<file path="src/rtl/bfs_pkg.sv">
package bfs_pkg;

  // Field widths of the channels
  localparam int CFG_W       = 16;
  localparam int LEVEL_W     = 16;
  localparam int PCT_IN_W    = 16;
  localparam int CMD_W       = 2;
  localparam int PCT_BITS    = 7;
  localparam int COUNT_OUT_W = 32;
  localparam int SUM_OUT_W   = 39;

  // Parameter defaults
  localparam int DEF_LEVEL_BITS = 16;
  localparam int DEF_COUNT_BITS = 32;

  // Commands
  localparam logic [CMD_W-1:0] CMD_LEVEL   = 2'd0;
  localparam logic [CMD_W-1:0] CMD_PERCENT = 2'd1;
  localparam logic [CMD_W-1:0] CMD_CLEAR   = 2'd2;

  // Percent constants
  localparam logic [PCT_BITS-1:0] PCT_MAX           = 7'd100;
  localparam logic [PCT_BITS-1:0] PCT_QUARTER       = 7'd25;
  localparam logic [PCT_BITS-1:0] PCT_HALF          = 7'd50;
  localparam logic [PCT_BITS-1:0] PCT_THREE_QUARTER = 7'd75;

  // One quotient bit per divider step
  localparam int DIV_STEPS = PCT_BITS;

  typedef struct packed {
    logic capture;
    logic classify;
    logic div_step;
    logic update;
    logic load_out;
  } ctrl_cmd_t;

  typedef struct packed {
    logic needs_div;
  } dp_status_t;

endpackage

</file>
<file path="src/rtl/bfs_if.sv">
interface bfs_item_if import bfs_pkg::*; ();
  logic                       valid;
  logic                       ready;
  logic [CMD_W-1:0]           cmd;
  logic [LEVEL_W-1:0]         fill_level;
  logic signed [PCT_IN_W-1:0] direct_percent;

  modport source (output valid, cmd, fill_level, direct_percent, input ready);
  modport sink (input valid, cmd, fill_level, direct_percent, output ready);
endinterface

interface bfs_result_if import bfs_pkg::*; ();
  logic                   valid;
  logic                   ready;
  logic                   reading_taken;
  logic [PCT_BITS-1:0]    this_percent;
  logic [COUNT_OUT_W-1:0] total_readings;
  logic [SUM_OUT_W-1:0]   percent_total;
  logic [PCT_BITS-1:0]    peak_seen;
  logic [COUNT_OUT_W-1:0] over_quarter;
  logic [COUNT_OUT_W-1:0] over_half;
  logic [COUNT_OUT_W-1:0] over_three_quarters;

  modport source (output valid, reading_taken, this_percent, total_readings,
                  percent_total, peak_seen, over_quarter, over_half,
                  over_three_quarters, input ready);
  modport sink (input valid, reading_taken, this_percent, total_readings,
                percent_total, peak_seen, over_quarter, over_half,
                over_three_quarters, output ready);
endinterface

interface bfs_cfg_if import bfs_pkg::*; ();
  logic             valid;
  logic             ready;
  logic [CFG_W-1:0] data;

  modport source (output valid, data, input ready);
  modport sink (input valid, data, output ready);
endinterface

</file>
<file path="src/rtl/buffer_fill_statistics.sv">
// Buffer fill statistics.
// items:   valid/ready channel; each item carries cmd, fill_level and
//          direct_percent. cmd 0 turns fill_level into a rounded percent of
//          the capacity, cmd 1 takes direct_percent clamped to 0..100, cmd 2
//          clears every statistic.
// cfg:     valid/ready write channel for buffer_capacity; always ready.
//          Write only while no item is in flight.
// results: valid/ready channel; one item per input item, carrying the percent
//          recorded and the statistics after that item.
// Flow:    a level reading with a fill below capacity runs a restoring
//          divider for one quotient bit per cycle; every other item goes
//          from classify straight to update. Each item then waits in push
//          for a free output register, and the next item is taken only
//          after that push.
// A finished result sits in the output register; the next item is taken and
// worked on meanwhile, and only its final load waits while the receiver stalls.
// Reset clears the statistics, the capacity and the output valid.
module buffer_fill_statistics import bfs_pkg::*; #(
  parameter int LEVEL_BITS = DEF_LEVEL_BITS,
  parameter int COUNT_BITS = DEF_COUNT_BITS
) (
  input logic         clk,
  input logic         rst,
  bfs_cfg_if.sink     cfg,
  bfs_item_if.sink    items,
  bfs_result_if.source results
);

  ctrl_cmd_t  cmd;
  dp_status_t status;
  logic       items_ready;
  logic       results_valid;

  assign cfg.ready     = 1'b1;
  assign items.ready   = items_ready;
  assign results.valid = results_valid;

  bfs_ctrl u_ctrl (
    .clk           (clk),
    .rst           (rst),
    .items_valid   (items.valid),
    .items_ready   (items_ready),
    .results_valid (results_valid),
    .results_ready (results.ready),
    .status        (status),
    .cmd           (cmd)
  );

  bfs_dp #(
    .LEVEL_BITS (LEVEL_BITS),
    .COUNT_BITS (COUNT_BITS)
  ) u_dp (
    .clk                 (clk),
    .rst                 (rst),
    .cfg_write           (cfg.valid),
    .cfg_data            (cfg.data),
    .item_cmd            (items.cmd),
    .item_level          (items.fill_level),
    .item_percent        (items.direct_percent),
    .cmd                 (cmd),
    .status              (status),
    .reading_taken       (results.reading_taken),
    .this_percent        (results.this_percent),
    .total_readings      (results.total_readings),
    .percent_total       (results.percent_total),
    .peak_seen           (results.peak_seen),
    .over_quarter        (results.over_quarter),
    .over_half           (results.over_half),
    .over_three_quarters (results.over_three_quarters)
  );

endmodule

</file>
<file path="src/rtl/bfs_ctrl.sv">
module bfs_ctrl import bfs_pkg::*; (
  input  logic       clk,
  input  logic       rst,
  input  logic       items_valid,
  output logic       items_ready,
  output logic       results_valid,
  input  logic       results_ready,
  input  dp_status_t status,
  output ctrl_cmd_t  cmd
);

  localparam logic [2:0] S_IDLE     = 3'd0;
  localparam logic [2:0] S_CLASSIFY = 3'd1;
  localparam logic [2:0] S_DIV      = 3'd2;
  localparam logic [2:0] S_UPDATE   = 3'd3;
  localparam logic [2:0] S_PUSH     = 3'd4;

  localparam int STEP_W = $clog2(DIV_STEPS);
  localparam logic [STEP_W-1:0] LAST_STEP = STEP_W'(DIV_STEPS - 1);

  logic [2:0]        state;
  logic [2:0]        state_next;
  logic [STEP_W-1:0] step;
  logic              out_free;

  assign items_ready = (state == S_IDLE);
  assign out_free    = !results_valid || results_ready;

  always_comb begin
    state_next   = state;
    cmd          = '0;
    case (state)
      S_IDLE: begin
        if (items_valid) begin
          cmd.capture = 1'b1;
          state_next  = S_CLASSIFY;
        end
      end
      S_CLASSIFY: begin
        cmd.classify = 1'b1;
        state_next   = status.needs_div ? S_DIV : S_UPDATE;
      end
      S_DIV: begin
        cmd.div_step = 1'b1;
        if (step == LAST_STEP) state_next = S_UPDATE;
      end
      S_UPDATE: begin
        cmd.update = 1'b1;
        state_next = S_PUSH;
      end
      S_PUSH: begin
        // hold until the output register is free
        if (out_free) begin
          cmd.load_out = 1'b1;
          state_next   = S_IDLE;
        end
      end
      default: state_next = S_IDLE;
    endcase
  end

  always_ff @(posedge clk) begin
    if (rst) begin
      state         <= S_IDLE;
      step          <= '0;
      results_valid <= 1'b0;
    end else begin
      state <= state_next;
      if (state == S_DIV) step <= step + 1'b1;
      else step <= '0;
      if (cmd.load_out) results_valid <= 1'b1;
      else if (results_ready) results_valid <= 1'b0;
    end
  end

endmodule

</file>
<file path="src/rtl/bfs_dp.sv">
module bfs_dp import bfs_pkg::*; #(
  parameter int LEVEL_BITS = DEF_LEVEL_BITS,
  parameter int COUNT_BITS = DEF_COUNT_BITS
) (
  input  logic                       clk,
  input  logic                       rst,
  input  logic                       cfg_write,
  input  logic [CFG_W-1:0]           cfg_data,
  input  logic [CMD_W-1:0]           item_cmd,
  input  logic [LEVEL_W-1:0]         item_level,
  input  logic signed [PCT_IN_W-1:0] item_percent,
  input  ctrl_cmd_t                  cmd,
  output dp_status_t                 status,
  output logic                       reading_taken,
  output logic [PCT_BITS-1:0]        this_percent,
  output logic [COUNT_OUT_W-1:0]     total_readings,
  output logic [SUM_OUT_W-1:0]       percent_total,
  output logic [PCT_BITS-1:0]        peak_seen,
  output logic [COUNT_OUT_W-1:0]     over_quarter,
  output logic [COUNT_OUT_W-1:0]     over_half,
  output logic [COUNT_OUT_W-1:0]     over_three_quarters
);

  // Only the low bits of level and capacity that both the field and LEVEL_BITS allow
  localparam int LW = (LEVEL_BITS < LEVEL_W) ? LEVEL_BITS : LEVEL_W;
  localparam int NW = LW + 9;
  localparam int SW = COUNT_BITS + 7;

  logic [CFG_W-1:0]           capacity;
  logic [CMD_W-1:0]           cmd_r;
  logic [LEVEL_W-1:0]         level_r;
  logic signed [PCT_IN_W-1:0] percent_r;
  logic [PCT_BITS-1:0]        pct;
  logic                       taken;
  logic [NW-1:0]              rem;
  logic [NW-1:0]              divisor;

  logic [COUNT_BITS-1:0] reading_count;
  logic [SW-1:0]         sum_of_percents;
  logic [PCT_BITS-1:0]   peak_percent;
  logic [COUNT_BITS-1:0] quarter_count;
  logic [COUNT_BITS-1:0] half_count;
  logic [COUNT_BITS-1:0] three_quarter_count;

  logic [LW-1:0]       cap;
  logic [LW-1:0]       lvl;
  logic                cap_zero;
  logic                lvl_ge_cap;
  logic [NW-1:0]       numer;
  logic [PCT_BITS-1:0] clamped;
  logic                rem_ge;
  logic [SW:0]         sum_wide;

  assign cap        = capacity[LW-1:0];
  assign lvl        = level_r[LW-1:0];
  assign cap_zero   = (cap == '0);
  assign lvl_ge_cap = (lvl >= cap);

  assign status.needs_div = (cmd_r == CMD_LEVEL) && !cap_zero && !lvl_ge_cap;

  // level * 200 + capacity, as three shifted copies
  assign numer = (NW'(lvl) << 7) + (NW'(lvl) << 6) + (NW'(lvl) << 3) + NW'(cap);

  always_comb begin
    if (percent_r[PCT_IN_W-1]) clamped = '0;
    else if (percent_r > PCT_IN_W'(PCT_MAX)) clamped = PCT_MAX;
    else clamped = percent_r[PCT_BITS-1:0];
  end

  assign rem_ge   = (rem >= divisor);
  assign sum_wide = {1'b0, sum_of_percents} + (SW + 1)'(pct);

  function automatic logic [COUNT_BITS-1:0] sat_inc(input logic [COUNT_BITS-1:0] v);
    return (&v) ? v : v + 1'b1;
  endfunction

  always_ff @(posedge clk) begin
    if (rst) begin
      capacity <= '0;
    end else if (cfg_write) begin
      capacity <= cfg_data;
    end
  end

  always_ff @(posedge clk) begin
    if (cmd.capture) begin
      cmd_r     <= item_cmd;
      level_r   <= item_level;
      percent_r <= item_percent;
    end
    if (cmd.classify) begin
      rem     <= numer;
      divisor <= NW'(cap) << 7;
      case (cmd_r)
        CMD_LEVEL: begin
          taken <= !cap_zero;
          // level at or above a nonzero capacity reads as a full buffer
          pct   <= (!cap_zero && lvl_ge_cap) ? PCT_MAX : '0;
        end
        CMD_PERCENT: begin
          taken <= 1'b1;
          pct   <= clamped;
        end
        default: begin
          taken <= 1'b0;
          pct   <= '0;
        end
      endcase
    end
    if (cmd.div_step) begin
      if (rem_ge) rem <= rem - divisor;
      pct     <= {pct[PCT_BITS-2:0], rem_ge};
      divisor <= divisor >> 1;
    end
    if (cmd.load_out) begin
      reading_taken       <= taken;
      this_percent        <= pct;
      total_readings      <= COUNT_OUT_W'(reading_count);
      percent_total       <= SUM_OUT_W'(sum_of_percents);
      peak_seen           <= peak_percent;
      over_quarter        <= COUNT_OUT_W'(quarter_count);
      over_half           <= COUNT_OUT_W'(half_count);
      over_three_quarters <= COUNT_OUT_W'(three_quarter_count);
    end
  end

  always_ff @(posedge clk) begin
    if (rst) begin
      reading_count       <= '0;
      sum_of_percents     <= '0;
      peak_percent        <= '0;
      quarter_count       <= '0;
      half_count          <= '0;
      three_quarter_count <= '0;
    end else if (cmd.update) begin
      if (cmd_r == CMD_CLEAR) begin
        reading_count       <= '0;
        sum_of_percents     <= '0;
        peak_percent        <= '0;
        quarter_count       <= '0;
        half_count          <= '0;
        three_quarter_count <= '0;
      end else if (taken) begin
        reading_count <= sat_inc(reading_count);
        // saturate once the sum reaches the all-ones value
        if (sum_wide[SW] || (&sum_wide[SW-1:0])) sum_of_percents <= '1;
        else sum_of_percents <= sum_wide[SW-1:0];
        if (pct > peak_percent) peak_percent <= pct;
        if (pct >= PCT_QUARTER) quarter_count <= sat_inc(quarter_count);
        if (pct >= PCT_HALF) half_count <= sat_inc(half_count);
        if (pct >= PCT_THREE_QUARTER) three_quarter_count <= sat_inc(three_quarter_count);
      end
    end
  end

endmodule

</file>
<file path="src/flat_wrapper.sv">
// flat-port wrapper written by rule: the top's interface ports become plain ports
module buffer_fill_statistics_flat import bfs_pkg::*;
#(
  parameter int LEVEL_BITS = DEF_LEVEL_BITS,
  parameter int COUNT_BITS = DEF_COUNT_BITS
)
  (clk, rst, cfg_valid, cfg_data, cfg_ready, items_valid, items_cmd, items_fill_level, items_direct_percent, items_ready, results_valid, results_reading_taken, results_this_percent, results_total_readings, results_percent_total, results_peak_seen, results_over_quarter, results_over_half, results_over_three_quarters, results_ready);
  bfs_cfg_if cfg_i ();
  bfs_item_if items_i ();
  bfs_result_if results_i ();
  input logic clk;
  input logic rst;
  input wire logic [$bits(cfg_i.valid)-1:0] cfg_valid;
  input wire logic [$bits(cfg_i.data)-1:0] cfg_data;
  output wire logic [$bits(cfg_i.ready)-1:0] cfg_ready;
  input wire logic [$bits(items_i.valid)-1:0] items_valid;
  input wire logic [$bits(items_i.cmd)-1:0] items_cmd;
  input wire logic [$bits(items_i.fill_level)-1:0] items_fill_level;
  input wire logic [$bits(items_i.direct_percent)-1:0] items_direct_percent;
  output wire logic [$bits(items_i.ready)-1:0] items_ready;
  output wire logic [$bits(results_i.valid)-1:0] results_valid;
  output wire logic [$bits(results_i.reading_taken)-1:0] results_reading_taken;
  output wire logic [$bits(results_i.this_percent)-1:0] results_this_percent;
  output wire logic [$bits(results_i.total_readings)-1:0] results_total_readings;
  output wire logic [$bits(results_i.percent_total)-1:0] results_percent_total;
  output wire logic [$bits(results_i.peak_seen)-1:0] results_peak_seen;
  output wire logic [$bits(results_i.over_quarter)-1:0] results_over_quarter;
  output wire logic [$bits(results_i.over_half)-1:0] results_over_half;
  output wire logic [$bits(results_i.over_three_quarters)-1:0] results_over_three_quarters;
  input wire logic [$bits(results_i.ready)-1:0] results_ready;
  assign cfg_i.valid = cfg_valid;
  assign cfg_i.data = cfg_data;
  assign cfg_ready = cfg_i.ready;
  assign items_i.valid = items_valid;
  assign items_i.cmd = items_cmd;
  assign items_i.fill_level = items_fill_level;
  assign items_i.direct_percent = items_direct_percent;
  assign items_ready = items_i.ready;
  assign results_valid = results_i.valid;
  assign results_reading_taken = results_i.reading_taken;
  assign results_this_percent = results_i.this_percent;
  assign results_total_readings = results_i.total_readings;
  assign results_percent_total = results_i.percent_total;
  assign results_peak_seen = results_i.peak_seen;
  assign results_over_quarter = results_i.over_quarter;
  assign results_over_half = results_i.over_half;
  assign results_over_three_quarters = results_i.over_three_quarters;
  assign results_i.ready = results_ready;
  buffer_fill_statistics #(.LEVEL_BITS(LEVEL_BITS), .COUNT_BITS(COUNT_BITS)) u_core (.clk(clk), .rst(rst), .cfg(cfg_i), .items(items_i), .results(results_i));
endmodule
</file>
<file path="config.mk">
export PLATFORM = sky130hd
export DESIGN_NAME = buffer_fill_statistics_flat
export DESIGN_NICKNAME = d
export VERILOG_FILES = /design/src/rtl/bfs_pkg.sv /design/src/rtl/bfs_if.sv /design/src/rtl/buffer_fill_statistics.sv /design/src/rtl/bfs_ctrl.sv /design/src/rtl/bfs_dp.sv /design/src/flat_wrapper.sv
export SDC_FILE = /design/constraint.sdc
export NUM_CORES = 1
export LEC_CHECK = 0
export CORE_AREA = 2 2 203 205
export DETAILED_ROUTE_END_ITERATION = 8
export DIE_AREA = 0 0 205 207
export DONT_BUFFER_PORTS = 1
export PLACE_DENSITY_LB_ADDON = 0.05
export SYNTH_ARGS = -nofsm -noshare
export SYNTH_HDL_FRONTEND = slang
export SYNTH_HIERARCHICAL = 1
export SYNTH_SLANG_ARGS = --single-unit
</file>
<file path="constraint.sdc">
create_clock -name clk -period 12 [get_ports clk]
set_input_delay 2.4 -clock clk [delete_from_list [all_inputs] [get_ports clk]]
set_output_delay 2.4 -clock clk [all_outputs]
set_load 0.03 [all_outputs]
</file>
; ---- After elaboration in Yosys (flattened, before gate mapping)
; Index checks and enable logic that the tools add are counted.
[word_totals]
regBits = 469
in_bits = 55
output_inout_bits = 185
word_cells = 136
[op_classes]
add_sub_neg = 10
magnitude_cmp = 7
eq_ne = 14
n_mux = 47
n_bitwise = 1
n_reduce_logical = 31
[op_table]
columns = cell, count
row1 = 2-to-1 mux 32 bit, 15
row2 = adder 32 x 1 -> 32 bit (second input constant), 4
row3 = AND reduction 32 bit, 4
row4 = 2-to-1 mux 39 bit, 3
row5 = 2-to-1 mux 25 bit, 3
row6 = 2-to-1 mux 7 bit, 8
row7 = adder 39 x 7 -> 40 bit, 1
row8 = AND reduction 39 bit, 1
row9 = adder 24 x 19 -> 25 bit, 1
row10 = adder 25 x 16 -> 25 bit, 1
row11 = greater-or-equal comparator 25 x 23 -> 1 bit, 1
row12 = subtractor 25 x 23 -> 25 bit, 1
row13 = adder 23 x 22 -> 24 bit, 1
row14 = 2-to-1 mux 23 bit, 1
row15 = 2-to-1 mux 22 bit, 1
row16 = greater-or-equal comparator 16 bit, 1
row17 = greater-than comparator 16 x 7 -> 1 bit (second input constant), 1
row18 = zero test 16 bit, 1
row19 = one-hot mux 3 bit (5 select lines), 1
row20 = != test 2 bit (second input constant), 7
row21 = one-hot mux 7 bit (2 select lines), 1
row22 = nonzero test 2 bit, 7
row23 = AND reduction 4 bit, 3
row24 = 2-to-1 mux 1 bit, 10
row25 = other kinds (21), 32

; ---- Logic depth before layout (Yosys ltp)
[logic_depth]
depth_word = 7
mapped_depth = 15
ltp_nobuf = 15

; ---- Hierarchy
; The synthesis kept the hierarchy.
[by_module_without_submodules]
columns = mod, n_inst, cells_per_inst, area_each_um2, seq_area_each_um2
row1 = bfs_dp, 1, 2036, 21603.2, 11721.2
row2 = bfs_ctrl, 1, 36, 356.6, 140.1
row3 = buffer_fill_statistics, 1, 2, 11.3, 0.0

; ---- Worst setup path before layout
; OpenSTA, ideal clock, no wires.
[synth_path]
path_kind = input-to-reg
from = input port results_ready
to = register u_core.u_dp.over_half[0], enable pin
setup_ns = 0.747
t_arrival_ns = 10.522
required_time_ns = 11.253
slack_ns = 0.731
stages = 2
n_path_buf = 0
path_cell_list = nand2b_1 > nor2b_1
[synth_lines]
columns = element, line_no
row1 = "start, declared", flat_wrapper.sv:30  ; input wire logic [$bits(results_i.ready)-1:0] results_ready;
row2 = "end signal, assigned", bfs_dp.sv:122  ; over_half <= COUNT_OUT_W'(half_count);
row3 = "end, declared", bfs_dp.sv:20  ; output logic [COUNT_OUT_W-1:0] over_half,

; ---- Worst setup path after layout
[layout_path]
from = register u_core.u_dp.pct[4]
to = register u_core.u_dp.sum_of_percents[13]
[layout_between]
elab_chain_cells = 6
[layout_rtl]
columns = element, line_no
row1 = "start, declared", bfs_dp.sv:33  ; logic [PCT_BITS-1:0] pct;
row2 = "start signal, assigned", bfs_dp.sv:98  ; pct <= (!cap_zero && lvl_ge_cap) ? PCT_MAX : '0;
row3 = "start signal, assigned", bfs_dp.sv:102  ; pct <= clamped;
row4 = "start signal, assigned", bfs_dp.sv:112  ; pct <= {pct[PCT_BITS-2:0], rem_ge};
row5 = adder 39 x 7 -> 40 bit *, bfs_dp.sv:71  ; assign sum_wide = {1'b0, sum_of_percents} + (SW + 1)'(pct);
row6 = AND reduction 39 bit, bfs_dp.sv:146  ; if (sum_wide[SW] || (&sum_wide[SW-1:0])) sum_of_percents <= '1;
row7 = logical OR 1 bit, bfs_dp.sv:146
row8 = 2-to-1 mux 39 bit *, bfs_dp.sv:146
row9 = 2-to-1 mux 39 bit *, bfs_dp.sv:143  ; end else if (taken) begin
row10 = 2-to-1 mux 39 bit *, bfs_dp.sv:136  ; if (cmd_r == CMD_CLEAR) begin
row11 = "end signal, assigned", bfs_dp.sv:147  ; else sum_of_percents <= sum_wide[SW-1:0];
row12 = "end, declared", bfs_dp.sv:39  ; logic [SW-1:0] sum_of_percents;
; Every way passes the cells marked *; elsewhere a longest branch is shown, timed or not. The select of a mux whose other input is x is not followed.
; A chain may end at the register's enable or synchronous reset.

==> flow_metrics.tcl <==
set metrics [dict create \
    clockBufferDepth 3 \
    endpoint_kind "register" \
    finalMaxSlewViolations 0 \
    clock-sinks 469 \
    synth-seq-area-share_pct 54.0 \
    place_hpwl_um 35700 \
    tns_ns 0 \
    worst_hold_path_type "reg2reg" \
    ant_nets 0 \
    avgSynthCellArea_um2 10.6 \
    post_cts_buffers 0 \
    cts_resized 0 \
    met2_usage_pct 36.7 \
    tritoncts "done" \
    ir_worst_vdd_v 0.000135 \
    drive_gt1_share_pct 5.90 \
    final-hold-violation-count 0 \
    start_kind "register" \
    yosysUniqueCellTypes 87 \
    rrSetupSlack_ns 7.63 \
    use_met3_pct 5.92 \
    max_freq_mhz 229 \
    critPathMaxFanout 24 \
    postPlaceCellArea_um2 22500 \
    drc 0 \
    gp_congestion 0.843 \
    outcome "finished clean" \
    cts_buffers 49 \
    required_ns 12.48 \
    core_area_um2 40400 \
    setup_viol 0 \
    first_pass_iters 5 \
    clk_pin_slew_ns 0.06 \
    synth_edf_count 247 \
    fin_crit_ns 4.37 \
    dp_cells 2542 \
    leakage_nw 8.38 \
    crit_end "u_core/u_dp/sum_of_percents[13]" \
    fin_crit_sh_pct 36.4 \
    busiest_layer "met2" \
    powerDensity_nw_per_um2 186 \
    worstMarginPinSlew_ns 1.12 \
    root_buffer "clkbuf_16" \
    hold_buffers 0 \
    async_flop_share_pct 0 \
    r2r.worst_path.cells 10 \
    r2r-end "u_core/u_dp/sum_of_percents[13]" \
    ys.warnings.count 6 \
    syn_nets 2247 \
    grt_pass1_vias 14400 \
    vias 15300 \
    io_buffers 0 \
    die_x_um 205 \
    arrival_ns 4.85 \
    syn_area_um2 22000 \
    dpl_worst_slack_ns 7.14 \
    clock_latency_ns 0.59 \
    grt_max_degree 97 \
    postLayoutCellArea_um2 24200 \
    grt_pass1_wl_um 80500 \
    routed_wl_um 51000 \
    synth_xor_area_share_pct 5.46 \
    drv_cap 0 \
    reg2reg_from "u_core/u_dp/pct[4]" \
    rsz0062_at_grt "no" \
    synth_top_family_by_area "simple AND/OR/NAND/NOR gates" \
    path_class "reg2reg" \
    std_cell_rows 74 \
    slew_headroom_pct 24.3 \
    via_per_inst 5.80 \
    synth_simple_gate_area_share_pct 15.3 \
    synth.area.mux_share_pct 2.12 \
    synthAdderAreaFrac_pct 7.57 \
    finalClockSkew_ns 0.0296 \
    synth_ff_type "edfxtp_1" \
    gr-total-overflow 0 \
    die_h_um 207 \
    synth_compound_gate_area_share_pct 12.0 \
    antenna_found_initial 1 \
    drt_iter0_markers 941 \
    instances_no_fill 2635 \
    total_power_w 0.00450 \
    grt_use_met1_pct 33.9 \
    setup_slack_ns 7.63 \
    synth_seq_cells 469 \
    htreeDepth 2 \
    dieArea_um2 42400 \
    start_util_pct 54.4 \
    synthCells 2074 \
    post_drt_wl_per_cell_um 19.4 \
    layout.nets 2234 \
    syn2layout_area_growth_pct 10.0 \
    io_pins 240 \
    track_usage_pct 23.9 \
    crit_start "u_core/u_dp/pct[4]" \
]
-- flip-flops by register name, indices dropped and copies added, names as in the netlist, 16 cells and up --
register	flops
u_core/u_dp/rem	25
u_core/u_dp/sum_of_percents	39
u_core/u_dp/over_half	32
u_core/u_dp/cap	16
u_core/u_dp/quarter_count	32
u_core/u_dp/percent_total	39
u_core/u_dp/over_quarter	32
u_core/u_dp/percent_r	16
u_core/u_dp/half_count	32
u_core/u_dp/level_r	16
u_core/u_dp/reading_count	32
u_core/u_dp/over_three_quarters	32
u_core/u_dp/total_readings	32
u_core/u_dp/divisor	23
u_core/u_dp/three_quarter_count	32
-- layout make-up --
| type | instances | area (um2) |
|---|---|---|
| inverters | 124 | 465 |
| multi-input cells | 1403 | 9360 |
| repair buffers | 14 | 105 |
| diodes | 1 | 2.50 |
| well taps | 532 | 666 |
| fillers | 3399 | 16200 |
| flip-flops and latches | 469 | 11900 |
| clock inverters | 30 | 410 |
| clock buffers | 62 | 1310 |
-- logic make-up (layout without fill, tap and decap cells) --
group                      Yosys count  count (layout)
muxes                               46              46
xor gates and xnor gates           137             137
DFF                                469             469
other                                1               2
buffers and inverters              202             230
AOI/OAI and AO/OA                  419             419
and+or+nand+nor                    682             682
adders and majority gates          118             118
-- how the worst min path moves through the flow --
stage | slack, ns | depth (start not counted) | endpoint | startpoint
after CTS | 0.45 | 1 | u_core/u_ctrl/step[0] | u_core/u_ctrl/step[0]
after detailed placement | 0.44 | 1 | u_core/u_ctrl/step[0] | u_core/u_ctrl/step[0]
after floorplan | 0.41 | 0 | u_core/u_dp/percent_total[20] | u_core/u_dp/sum_of_percents[20]
after global placement | 0.43 | 1 | u_core/u_ctrl/step[0] | u_core/u_ctrl/step[0]
after global routing | 0.47 | 1 | u_core/u_ctrl/step[0] | u_core/u_ctrl/step[0]
final | 0.45 | 1 | u_core/u_ctrl/step[0] | u_core/u_ctrl/step[0]
-- per-stage QoR --
| stage | hold slack [ns] | util (%) |
|---|---|---|
| 6_report | 0.446 | 59.9 |
| 5_1_grt | 0.468 | 59.9 |
| 4_1_cts | 0.451 | 59.9 |
| 3_5_place_dp | 0.442 | 55.6 |
| 3_3_place_gp | 0.427 | 55.6 |
| 2_1_floorplan | 0.406 | - |
-- where the power goes --
| group | internal (W) | switching, W |
|---|---|---|
| Sequential | 0.00180 | 0.000105 |
| Combinational | 0.000418 | 0.000571 |
| Clock | 0.000970 | 0.000633 |
| Total | 0.00319 | 0.00131 |
-- synthesized netlist by cell type (11+ instances only) --
cell type	instances	area (um2)
a211oi_1	25	188
a21o_1	26	195
a21oi_1	131	656
a311oi_1	15	131
and2_1	11	68.8
and3_1	19	119
and4_1	18	158
clkbuf_1	63	236
dfxtp_1	222	4440
edfxtp_1	247	7420
fa_1	25	500
ha_1	93	1160
inv_1	124	465
mux2i_1	41	410
nand2_1	136	510
nand2b_1	15	93.8
nand3_1	65	325
nand4_1	49	307
nor2_1	226	848
nor2b_1	13	81.3
nor3_1	40	200
nor4_1	22	138
o21ai_0	119	596
or3_1	38	238
xnor2_1	66	578
xor2_1	71	622
-- worst max-delay path, cell delays in order, from the launching register on --
cell and delay, ns:
edfxtp_1 0.54, ha_1 0.42, nand3_1 0.09, o22ai_1 0.36, o2111ai_1 0.51, nor4_2 0.44
xor2_1 0.17, nand4_1 0.12, a2111oi_2 0.38, nand4_2 0.71, a221oi_1 0.51
-- routing by layer --
layer,routed length [um],up-vias
met1,23800,7333
met3,3380,57
met2,23000,415
met5,0,-
met4,864,0
li1,-,7485
-- cells in the final DEF, fill, tap and decap left out, types with 14 or more instances in the layout --
| cell type | n |
|---|---|
| edfxtp_1 | 247 |
| nor2_1 | 225 |
| dfxtp_1 | 222 |
| nand2_1 | 136 |
| a21oi_1 | 131 |
| inv_1 | 124 |
| o21ai_0 | 118 |
| ha_1 | 93 |
| xor2_1 | 71 |
| xnor2_1 | 66 |
| nand3_1 | 65 |
| clkbuf_16 | 49 |
| nand4_1 | 49 |
| mux2i_1 | 41 |
| nor3_1 | 40 |
| or3_1 | 38 |
| a21o_1 | 26 |
| a211oi_1 | 25 |
| fa_1 | 25 |
| nor4_1 | 22 |
| and3_1 | 19 |
| and4_1 | 18 |
| a311oi_1 | 15 |
| buf_4 | 14 |
| nand2b_1 | 14 |
Note: power is estimated with default switching activity, not from simulation.
